===== src/rtl/ckb_pkg.sv =====
// Shared types and constants for the color-keyed sprite blitter.
package ckb_pkg;

   localparam int SCREEN_WIDTH_DEFAULT  = 320;
   localparam int SCREEN_HEIGHT_DEFAULT = 240;

   localparam int POS_W     = 10;
   localparam int SIZE_W    = 8;
   localparam int PIXEL_W   = 8;
   localparam int ADDR_W    = 17;
   localparam int COORD_W   = 12;
   localparam int SCREEN_W  = 11;
   localparam int PROD_W    = POS_W + SCREEN_W;
   localparam int CSR_IDX_W = 3;
   localparam int CSR_DAT_W = 10;

   localparam logic [CSR_IDX_W-1:0] REG_DEST_X        = 3'd0;
   localparam logic [CSR_IDX_W-1:0] REG_DEST_Y        = 3'd1;
   localparam logic [CSR_IDX_W-1:0] REG_SPRITE_WIDTH  = 3'd2;
   localparam logic [CSR_IDX_W-1:0] REG_SPRITE_HEIGHT = 3'd3;
   localparam logic [CSR_IDX_W-1:0] REG_MIRROR_ENABLE = 3'd4;
   localparam logic [CSR_IDX_W-1:0] REG_KEY_COLOR     = 3'd5;

   typedef struct packed {
      logic signed [POS_W-1:0] dest_x;
      logic signed [POS_W-1:0] dest_y;
      logic [SIZE_W-1:0]       sprite_width;
      logic [SIZE_W-1:0]       sprite_height;
      logic                    mirror_enable;
      logic [PIXEL_W-1:0]      key_color;
   } cfg_type;

   typedef struct packed {
      logic [PIXEL_W-1:0] pixel;
      logic [SIZE_W-1:0]  column;
      logic [SIZE_W-1:0]  row;
   } src_word_type;

   typedef struct packed {
      logic out_free;
      logic emit;
   } place_status_type;

endpackage


===== src/rtl/ckb_csr.sv =====
// Configuration register file of the sprite blitter.
module ckb_csr (
   input  logic                           clock,
   input  logic                           reset,
   input  logic                           csr_valid,
   output logic                           csr_ready,
   input  logic [ckb_pkg::CSR_IDX_W-1:0]  csr_index,
   input  logic [ckb_pkg::CSR_DAT_W-1:0]  csr_data,
   output ckb_pkg::cfg_type               cfg
);
   import ckb_pkg::*;

   cfg_type cfg_ff;
   cfg_type cfg_in;

   assign csr_ready = 1'b1;
   assign cfg       = cfg_ff;

   always_comb begin
      cfg_in = cfg_ff;
      if (csr_valid) begin
         case (csr_index)
            REG_DEST_X:        cfg_in.dest_x        = csr_data[POS_W-1:0];
            REG_DEST_Y:        cfg_in.dest_y        = csr_data[POS_W-1:0];
            REG_SPRITE_WIDTH:  cfg_in.sprite_width  = csr_data[SIZE_W-1:0];
            REG_SPRITE_HEIGHT: cfg_in.sprite_height = csr_data[SIZE_W-1:0];
            REG_MIRROR_ENABLE: cfg_in.mirror_enable = csr_data[0];
            REG_KEY_COLOR:     cfg_in.key_color     = csr_data[PIXEL_W-1:0];
            default:           cfg_in = cfg_ff;
         endcase
      end
   end

   always_ff @(posedge clock) begin
      if (reset) begin
         cfg_ff.dest_x        <= '0;
         cfg_ff.dest_y        <= '0;
         cfg_ff.sprite_width  <= SIZE_W'(1);
         cfg_ff.sprite_height <= SIZE_W'(1);
         cfg_ff.mirror_enable <= 1'b0;
         cfg_ff.key_color     <= '0;
      end else begin
         cfg_ff <= cfg_in;
      end
   end

endmodule


===== src/rtl/ckb_count.sv =====
// Source column and row counters with the input word register.
module ckb_count (
   input  logic                        clock,
   input  logic                        reset,
   input  ckb_pkg::cfg_type            cfg,
   input  logic                        req_valid,
   output logic                        req_stall,
   input  logic [ckb_pkg::PIXEL_W-1:0] req_source_pixel,
   input  logic                        advance,
   output logic                        src_valid,
   output ckb_pkg::src_word_type       src_word
);
   import ckb_pkg::*;

   logic [SIZE_W-1:0] column_count_ff, column_count_in;
   logic [SIZE_W-1:0] row_count_ff, row_count_in;
   logic              src_valid_ff, src_valid_in;
   src_word_type      src_word_ff, src_word_in;
   logic              load;
   logic              accept;
   logic              size_zero;
   logic [SIZE_W:0]   column_next;
   logic [SIZE_W:0]   row_next;

   assign load      = !src_valid_ff || advance;
   assign req_stall = !load;
   assign accept    = req_valid && load;
   assign src_valid = src_valid_ff;
   assign src_word  = src_word_ff;

   assign size_zero   = (cfg.sprite_width == '0) || (cfg.sprite_height == '0);
   assign column_next = {1'b0, column_count_ff} + (SIZE_W + 1)'(1);
   assign row_next    = {1'b0, row_count_ff} + (SIZE_W + 1)'(1);

   always_comb begin
      column_count_in = column_count_ff;
      row_count_in    = row_count_ff;
      if (accept) begin
         if (size_zero) begin
            column_count_in = '0;
            row_count_in    = '0;
         end else if (column_next >= {1'b0, cfg.sprite_width}) begin
            column_count_in = '0;
            if (row_next >= {1'b0, cfg.sprite_height}) begin
               row_count_in = '0;
            end else begin
               row_count_in = row_next[SIZE_W-1:0];
            end
         end else begin
            column_count_in = column_next[SIZE_W-1:0];
         end
      end
   end

   always_comb begin
      src_valid_in = load ? req_valid : src_valid_ff;
      src_word_in  = src_word_ff;
      if (accept) begin
         src_word_in.pixel  = req_source_pixel;
         src_word_in.column = column_count_ff;
         src_word_in.row    = row_count_ff;
      end
   end

   always_ff @(posedge clock) begin
      if (reset) begin
         column_count_ff <= '0;
         row_count_ff    <= '0;
         src_valid_ff    <= 1'b0;
      end else begin
         column_count_ff <= column_count_in;
         row_count_ff    <= row_count_in;
         src_valid_ff    <= src_valid_in;
      end
   end

   always_ff @(posedge clock) begin
      src_word_ff <= src_word_in;
   end

endmodule


===== src/rtl/ckb_place.sv =====
// Mirroring, clipping, color keying and address generation with the result register.
module ckb_place #(
   parameter int SCREEN_WIDTH  = ckb_pkg::SCREEN_WIDTH_DEFAULT,
   parameter int SCREEN_HEIGHT = ckb_pkg::SCREEN_HEIGHT_DEFAULT
) (
   input  logic                        clock,
   input  logic                        reset,
   input  ckb_pkg::cfg_type            cfg,
   input  logic                        src_valid,
   input  ckb_pkg::src_word_type       src_word,
   output ckb_pkg::place_status_type   status,
   output logic                        rsp_valid,
   input  logic                        rsp_stall,
   output logic [ckb_pkg::ADDR_W-1:0]  rsp_write_address,
   output logic [ckb_pkg::PIXEL_W-1:0] rsp_write_pixel
);
   import ckb_pkg::*;

   localparam logic [SCREEN_W-1:0] SCR_W = SCREEN_W'(SCREEN_WIDTH);
   localparam logic [SCREEN_W-1:0] SCR_H = SCREEN_W'(SCREEN_HEIGHT);

   logic signed [COORD_W-1:0] col;
   logic signed [COORD_W-1:0] sx;
   logic signed [COORD_W-1:0] sy;
   logic                      on_screen;
   logic                      emit;
   logic                      out_free;
   logic [PROD_W-1:0]         product;
   logic [PROD_W-1:0]         address;

   logic                      rsp_valid_ff, rsp_valid_in;
   logic [ADDR_W-1:0]         rsp_write_address_ff, rsp_write_address_in;
   logic [PIXEL_W-1:0]        rsp_write_pixel_ff, rsp_write_pixel_in;

   always_comb begin
      if (cfg.mirror_enable) begin
         col = $signed({{(COORD_W - SIZE_W){1'b0}}, cfg.sprite_width})
             - COORD_W'(1)
             - $signed({{(COORD_W - SIZE_W){1'b0}}, src_word.column});
      end else begin
         col = $signed({{(COORD_W - SIZE_W){1'b0}}, src_word.column});
      end
   end

   assign sx = $signed({{(COORD_W - POS_W){cfg.dest_x[POS_W-1]}}, cfg.dest_x}) + col;
   assign sy = $signed({{(COORD_W - POS_W){cfg.dest_y[POS_W-1]}}, cfg.dest_y})
             + $signed({{(COORD_W - SIZE_W){1'b0}}, src_word.row});

   assign on_screen = !sx[COORD_W-1] && (sx[SCREEN_W-1:0] < SCR_W)
                   && !sy[COORD_W-1] && (sy[SCREEN_W-1:0] < SCR_H);

   assign emit = (cfg.sprite_width != '0) && (cfg.sprite_height != '0)
              && on_screen && (src_word.pixel != cfg.key_color);

   assign product = PROD_W'(sy[POS_W-1:0]) * PROD_W'(SCR_W);
   assign address = product + PROD_W'(sx[POS_W-1:0]);

   assign out_free = !rsp_valid_ff || !rsp_stall;

   assign status.out_free = out_free;
   assign status.emit     = emit;

   always_comb begin
      rsp_valid_in         = rsp_valid_ff;
      rsp_write_address_in = rsp_write_address_ff;
      rsp_write_pixel_in   = rsp_write_pixel_ff;
      if (out_free) begin
         rsp_valid_in         = src_valid && emit;
         rsp_write_address_in = address[ADDR_W-1:0];
         rsp_write_pixel_in   = src_word.pixel;
      end
   end

   always_ff @(posedge clock) begin
      if (reset) begin
         rsp_valid_ff <= 1'b0;
      end else begin
         rsp_valid_ff <= rsp_valid_in;
      end
   end

   always_ff @(posedge clock) begin
      rsp_write_address_ff <= rsp_write_address_in;
      rsp_write_pixel_ff   <= rsp_write_pixel_in;
   end

   assign rsp_valid         = rsp_valid_ff;
   assign rsp_write_address = rsp_write_address_ff;
   assign rsp_write_pixel   = rsp_write_pixel_ff;

endmodule


===== src/rtl/color_key_sprite_blitter_unit.sv =====
// Top level of the color-keyed, clipped sprite blitter.
// An accepted word passes through the input register and then the result register before its write shows on rsp.
// One pixel word per cycle while rsp_stall does not hold the result register, set by the input and result registers.
// Clipped and transparent pixels leave the pipeline without producing a write.
// Reset is synchronous: counters go to zero, width and height to one, other settings and valid flags to zero.
module color_key_sprite_blitter_unit #(
   parameter int SCREEN_WIDTH  = ckb_pkg::SCREEN_WIDTH_DEFAULT,
   parameter int SCREEN_HEIGHT = ckb_pkg::SCREEN_HEIGHT_DEFAULT
) (
   input  logic                          clock,
   input  logic                          reset,
   input  logic                          req_valid,
   output logic                          req_stall,
   input  logic [ckb_pkg::PIXEL_W-1:0]   req_source_pixel,
   output logic                          rsp_valid,
   input  logic                          rsp_stall,
   output logic [ckb_pkg::ADDR_W-1:0]    rsp_write_address,
   output logic [ckb_pkg::PIXEL_W-1:0]   rsp_write_pixel,
   input  logic                          csr_valid,
   output logic                          csr_ready,
   input  logic [ckb_pkg::CSR_IDX_W-1:0] csr_index,
   input  logic [ckb_pkg::CSR_DAT_W-1:0] csr_data
);
   import ckb_pkg::*;

   cfg_type          cfg;
   src_word_type     src_word;
   logic             src_valid;
   place_status_type status;

   ckb_csr u_csr (
      .clock     (clock),
      .reset     (reset),
      .csr_valid (csr_valid),
      .csr_ready (csr_ready),
      .csr_index (csr_index),
      .csr_data  (csr_data),
      .cfg       (cfg)
   );

   ckb_count u_count (
      .clock            (clock),
      .reset            (reset),
      .cfg              (cfg),
      .req_valid        (req_valid),
      .req_stall        (req_stall),
      .req_source_pixel (req_source_pixel),
      .advance          (status.out_free),
      .src_valid        (src_valid),
      .src_word         (src_word)
   );

   ckb_place #(
      .SCREEN_WIDTH  (SCREEN_WIDTH),
      .SCREEN_HEIGHT (SCREEN_HEIGHT)
   ) u_place (
      .clock             (clock),
      .reset             (reset),
      .cfg               (cfg),
      .src_valid         (src_valid),
      .src_word          (src_word),
      .status            (status),
      .rsp_valid         (rsp_valid),
      .rsp_stall         (rsp_stall),
      .rsp_write_address (rsp_write_address),
      .rsp_write_pixel   (rsp_write_pixel)
   );

   // The input side stalls only while a word waits behind a blocked result.
   assert property (@(posedge clock) disable iff (reset)
      req_stall |-> (src_valid && !status.out_free))
      else $error("input stalled without a blocked word");

   // An accepted word is held in the input register on the next cycle.
   assert property (@(posedge clock) disable iff (reset)
      (req_valid && !req_stall) |=> src_valid)
      else $error("accepted word was lost");

   // A word that draws and finds the result register free becomes a write.
   assert property (@(posedge clock) disable iff (reset)
      (src_valid && status.emit && status.out_free) |=> rsp_valid)
      else $error("drawn pixel produced no write");

endmodule

===== config.mk =====
export PLATFORM = sky130hd
export DESIGN_NAME = color_key_sprite_blitter_unit
export DESIGN_NICKNAME = d
export VERILOG_FILES = /design/src/rtl/ckb_pkg.sv /design/src/rtl/ckb_csr.sv /design/src/rtl/ckb_count.sv /design/src/rtl/ckb_place.sv /design/src/rtl/color_key_sprite_blitter_unit.sv
export SDC_FILE = /design/constraint.sdc
export NUM_CORES = 1
export LEC_CHECK = 0
export ABC_AREA = 1
export ABC_CLOCK_PERIOD_IN_PS = 5800
export BUFFER_PORTS_ARGS = -buffer_cell sky130_fd_sc_hd__buf_2
export CAP_MARGIN = 0
export CORE_UTILIZATION = 40
export DETAILED_ROUTE_END_ITERATION = 12
export HOLD_SLACK_MARGIN = 0.02
export PLACE_DENSITY = 0.61
export SLEW_MARGIN = 25
export SYNTH_ARGS = -nofsm -noshare
export SYNTH_HDL_FRONTEND = slang
export SYNTH_SLANG_ARGS = --single-unit

===== constraint.sdc =====
create_clock -name clock -period 5.8 [get_ports clock]
set_input_delay 0.58 -clock clock [delete_from_list [all_inputs] [get_ports clock]]
set_output_delay 0.58 -clock clock [all_outputs]
set_load 0.1 [all_outputs]

==> out/results.ini <==
[cts]
clock_path_buffers = 2
cts_buffers = 9
cts_resized = 0
cts_post_setup_buffers_inserted = 0
clk_latency_ns = 0.37
h-tree-depth = 3
clk_pin_slew_ns = 0.07
cts_hold_buf = 0
cts.sinks = 112
cts_tree = yes
cts_root_buffer = clkbuf_16

[pwr]
power.leakage_nw = 3.855
p_sw_mw = 0.8265
seq_power_share_pct = 41.6
pwr-share-comb_pct = 29.3
p_int_mw = 1.376
p_sw_share_pct = 37.52
clkPwrFrac_pct = 29.1
vdd_drop_max_mv = 0.3156
p_per_area_mw_per_mm2 = 283.6

[sta]
period_needed_ns = 4.686
skew_ns = 0.009440
tns_ns = 0
drv_slew = 0
rsz0062_at_grt = no
fmax_ghz = 0.2134
hold_viol = 0
period_share_pct = 80.80
tightest_slew_ns = 0.6456
slew_headroom_pct = 56.90
finalSetupViolCount = 0

[worst_hold_path]
min_to = u_count.src_word[19]$_DFFE_PP_
holdCritPathClass = primary input to register
holdCritStartpoint = req_source_pixel[3]
hold_depth = 1

[detailed_routing]
vias_per_cell = 4.831
vias = 5575
drtIter0Drc = 347
wire_per_inst_microns = 13.10
drc = 0
ant_nets = 0
routed_wl_microns = 15110
firstDrtPassIters = 5

[setup_path]
worstSetupPathType = register to register
reg2reg_to = u_place.rsp_write_address[16]$_DFFE_PP_
reg2regPathDepth = 27
crit_slowest_cell = ha_1
max_stage_delay_ns = 0.40
path_max_fanout = 5
end_kind = register
r2r_slack_ns = 1.11
crit_top_cell = nand2_1
worstSetupStartpointType = register
critPathArrivalTime_ns = 4.80
required_ns = 5.92
r2r-start = u_csr.cfg[17]$_SDFFE_PP1P_

[die]
start_util_pct = 41.43
core_area_sq_mm = 0.01682
die_height_microns = 134.0
dieArea_sq_mm = 0.01795
rows = 47
design.portCount = 54
die_width_microns = 134.0

[grt]
antenna_found_initial = 0
grt_max_degree = 46
grt_pass1_vias = 5173
grtUsageTotal_pct = 18.04
grt_overflow = 0
grt_pass1_wl_microns = 25020

[cells_and_area]
fillerInstances = 1687
multi_input_area_sq_mm = 0.003730
syn2layout_area_growth_pct = 11.47
nets = 1026
drive_gt1_share_pct = 11.35
fin_cells = 1154
regArea_sq_mm = 0.002733
diodes = 0

[logic_synthesis]
syn_inst = 877
seq_area_frac_synth_pct = 39.22
synth_top_area_cell = edfxtp_1
syn_area_per_cell_sq_um = 7.945
yosys-top-cells-area = edfxtp_1, dfxtp_1, ha_1
ys_seq_elements = 112
synthDistinctLibCells = 41
synth_top_area_share_pct = 21.12
synth_nets = 974
syn-cell-area_sq_mm = 0.006968
yosys_warnings = 0

[flow_run]
drv_cap = 0

[placed_design]
io_buffer_count = 52
dpl.cell_count = 1138
hpwl_microns = 11790
routabilityCongestion = 0.8634

[run_status]
outcome = completed

## power groups by stage
stage | registers [mW] | logic (mW) | clock network (mW)
6_report | 0.916 | 0.646 | 0.641
5_1_grt | 0.923 | 0.701 | 0.684
4_1_cts | 0.917 | 0.650 | 0.657
3_5_place_dp | 0.935 | 0.647 | 0
3_3_place_gp | 0.935 | 0.645 | 0
2_1_floorplan | 1.22 | 0.253 | 0
## flip-flops by register name, summed over array words and instances (netlist names)
signal	count
u_place.rsp_write_address	17
u_place.rsp_valid	1
u_count.row_count_ff	8
u_count.src_valid	1
u_count.column_count_ff	8
u_csr.cfg	45
u_count.src_word	24
u_place.rsp_write_pixel	8
## cell usage in the layout (no fill, tap or decap), drive strengths merged
cell type and count:
inv 122, edfxtp 49, clkinvlp 3, nor3 6, or2 1, buf 54
o21ai 57, clkbuf 9, and2 1, fa 5, xor2 40, a31oi 2
nand4 14, o22ai 1, o211ai 4, nand3b 6, a21oi 63, nand2 202
ha 66, nor2 105, o21bai 4, nand3 44, a21o 1, conb 1
clkinv 1, bufinv 1, dfxtp 63, xnor2 8, nor4 1
## stage by stage
stage	power (mW)	setup WS [ns]	hold slack, ns	instance area [sq um]	utilization (%)
after floorplan	1.469	1.572	0.4082	6968	-
after global placement	1.580	1.178	0.4199	7463	44.38
after detailed placement	1.582	1.092	0.4277	7463	44.38
after CTS	2.224	1.087	0.3815	7767	46.18
after global routing	2.308	0.5912	0.3761	7767	46.18
final	2.203	1.114	0.3938	7767	46.18
## cells by family after synthesis
logic type | synth area share [%]
adders and majority gates | 13.29
xor gates and xnor gates | 6.141
DFF | 39.22
AOI/OAI and AO/OA | 10.24
other | 0.05382
and+or+nand+nor | 23.81
buffers and inverters | 7.255
## worst max-delay path, delay by kind of cell, from the launching register on
family	cells	cell delay, ns
compound gates	3	0.57
simple gates	13	1.46
fa+ha+maj	5	1.44
flops	1	0.33
xor+xnor	3	0.39
buf+inv	3	0.23
## metal layers
layer | share of wire [%] | GRT usage (%) | vias up
li1 | - | - | 2970
met4 | 1.3 | 4.167 | 0
met2 | 44 | 29.07 | 114
met5 | 0 | 0 | -
met1 | 49 | 24.37 | 2478
met3 | 5.4 | 4.271 | 13
## worst max-delay path by stage
stage,from,end,slack (ns),cells after the start
CTS,u_csr.cfg[17]$_SDFFE_PP1P_,u_place.rsp_write_address[16]$_DFFE_PP_,1.09,27
global placement,u_csr.cfg[17]$_SDFFE_PP1P_,u_place.rsp_write_address[16]$_DFFE_PP_,1.18,27
finish,u_csr.cfg[17]$_SDFFE_PP1P_,u_place.rsp_write_address[16]$_DFFE_PP_,1.11,27
floorplan,u_csr.cfg[17]$_SDFFE_PP1P_,u_place.rsp_write_address[16]$_DFFE_PP_,1.57,28
detailed placement,u_csr.cfg[17]$_SDFFE_PP1P_,u_place.rsp_write_address[16]$_DFFE_PP_,1.09,27
global route,u_csr.cfg[17]$_SDFFE_PP1P_,u_place.rsp_write_address[16]$_DFFE_PP_,0.59,28
## cell usage after synthesis, drive strengths merged
cell	count
clkinv	1
xnor2	8
edfxtp	49
clkbuf	10
o211ai	4
and2	1
nand3b	6
fa	5
buf	3
a21oi	63
xor2	40
nor4	1
nor2	105
nand2	202
o21bai	4
or2	1
conb	1
a31oi	2
o21ai	57
inv	119
ha	66
a21o	1
nand3	44
dfxtp	63
nand4	14
o22ai	1
nor3	6
## area by class of cell
class | count | share of cell area [%]
Clock buffer | 9 | 2.899
Clock inverter | 7 | 1.015
Inverter | 120 | 5.799
Multi-Input combinational cell | 632 | 48.02
Sequential cell | 112 | 35.18
Tap cell | 220 | 3.544
Timing Repair Buffer | 54 | 3.544
No activity file was read; power rests on OpenSTA's default activity.
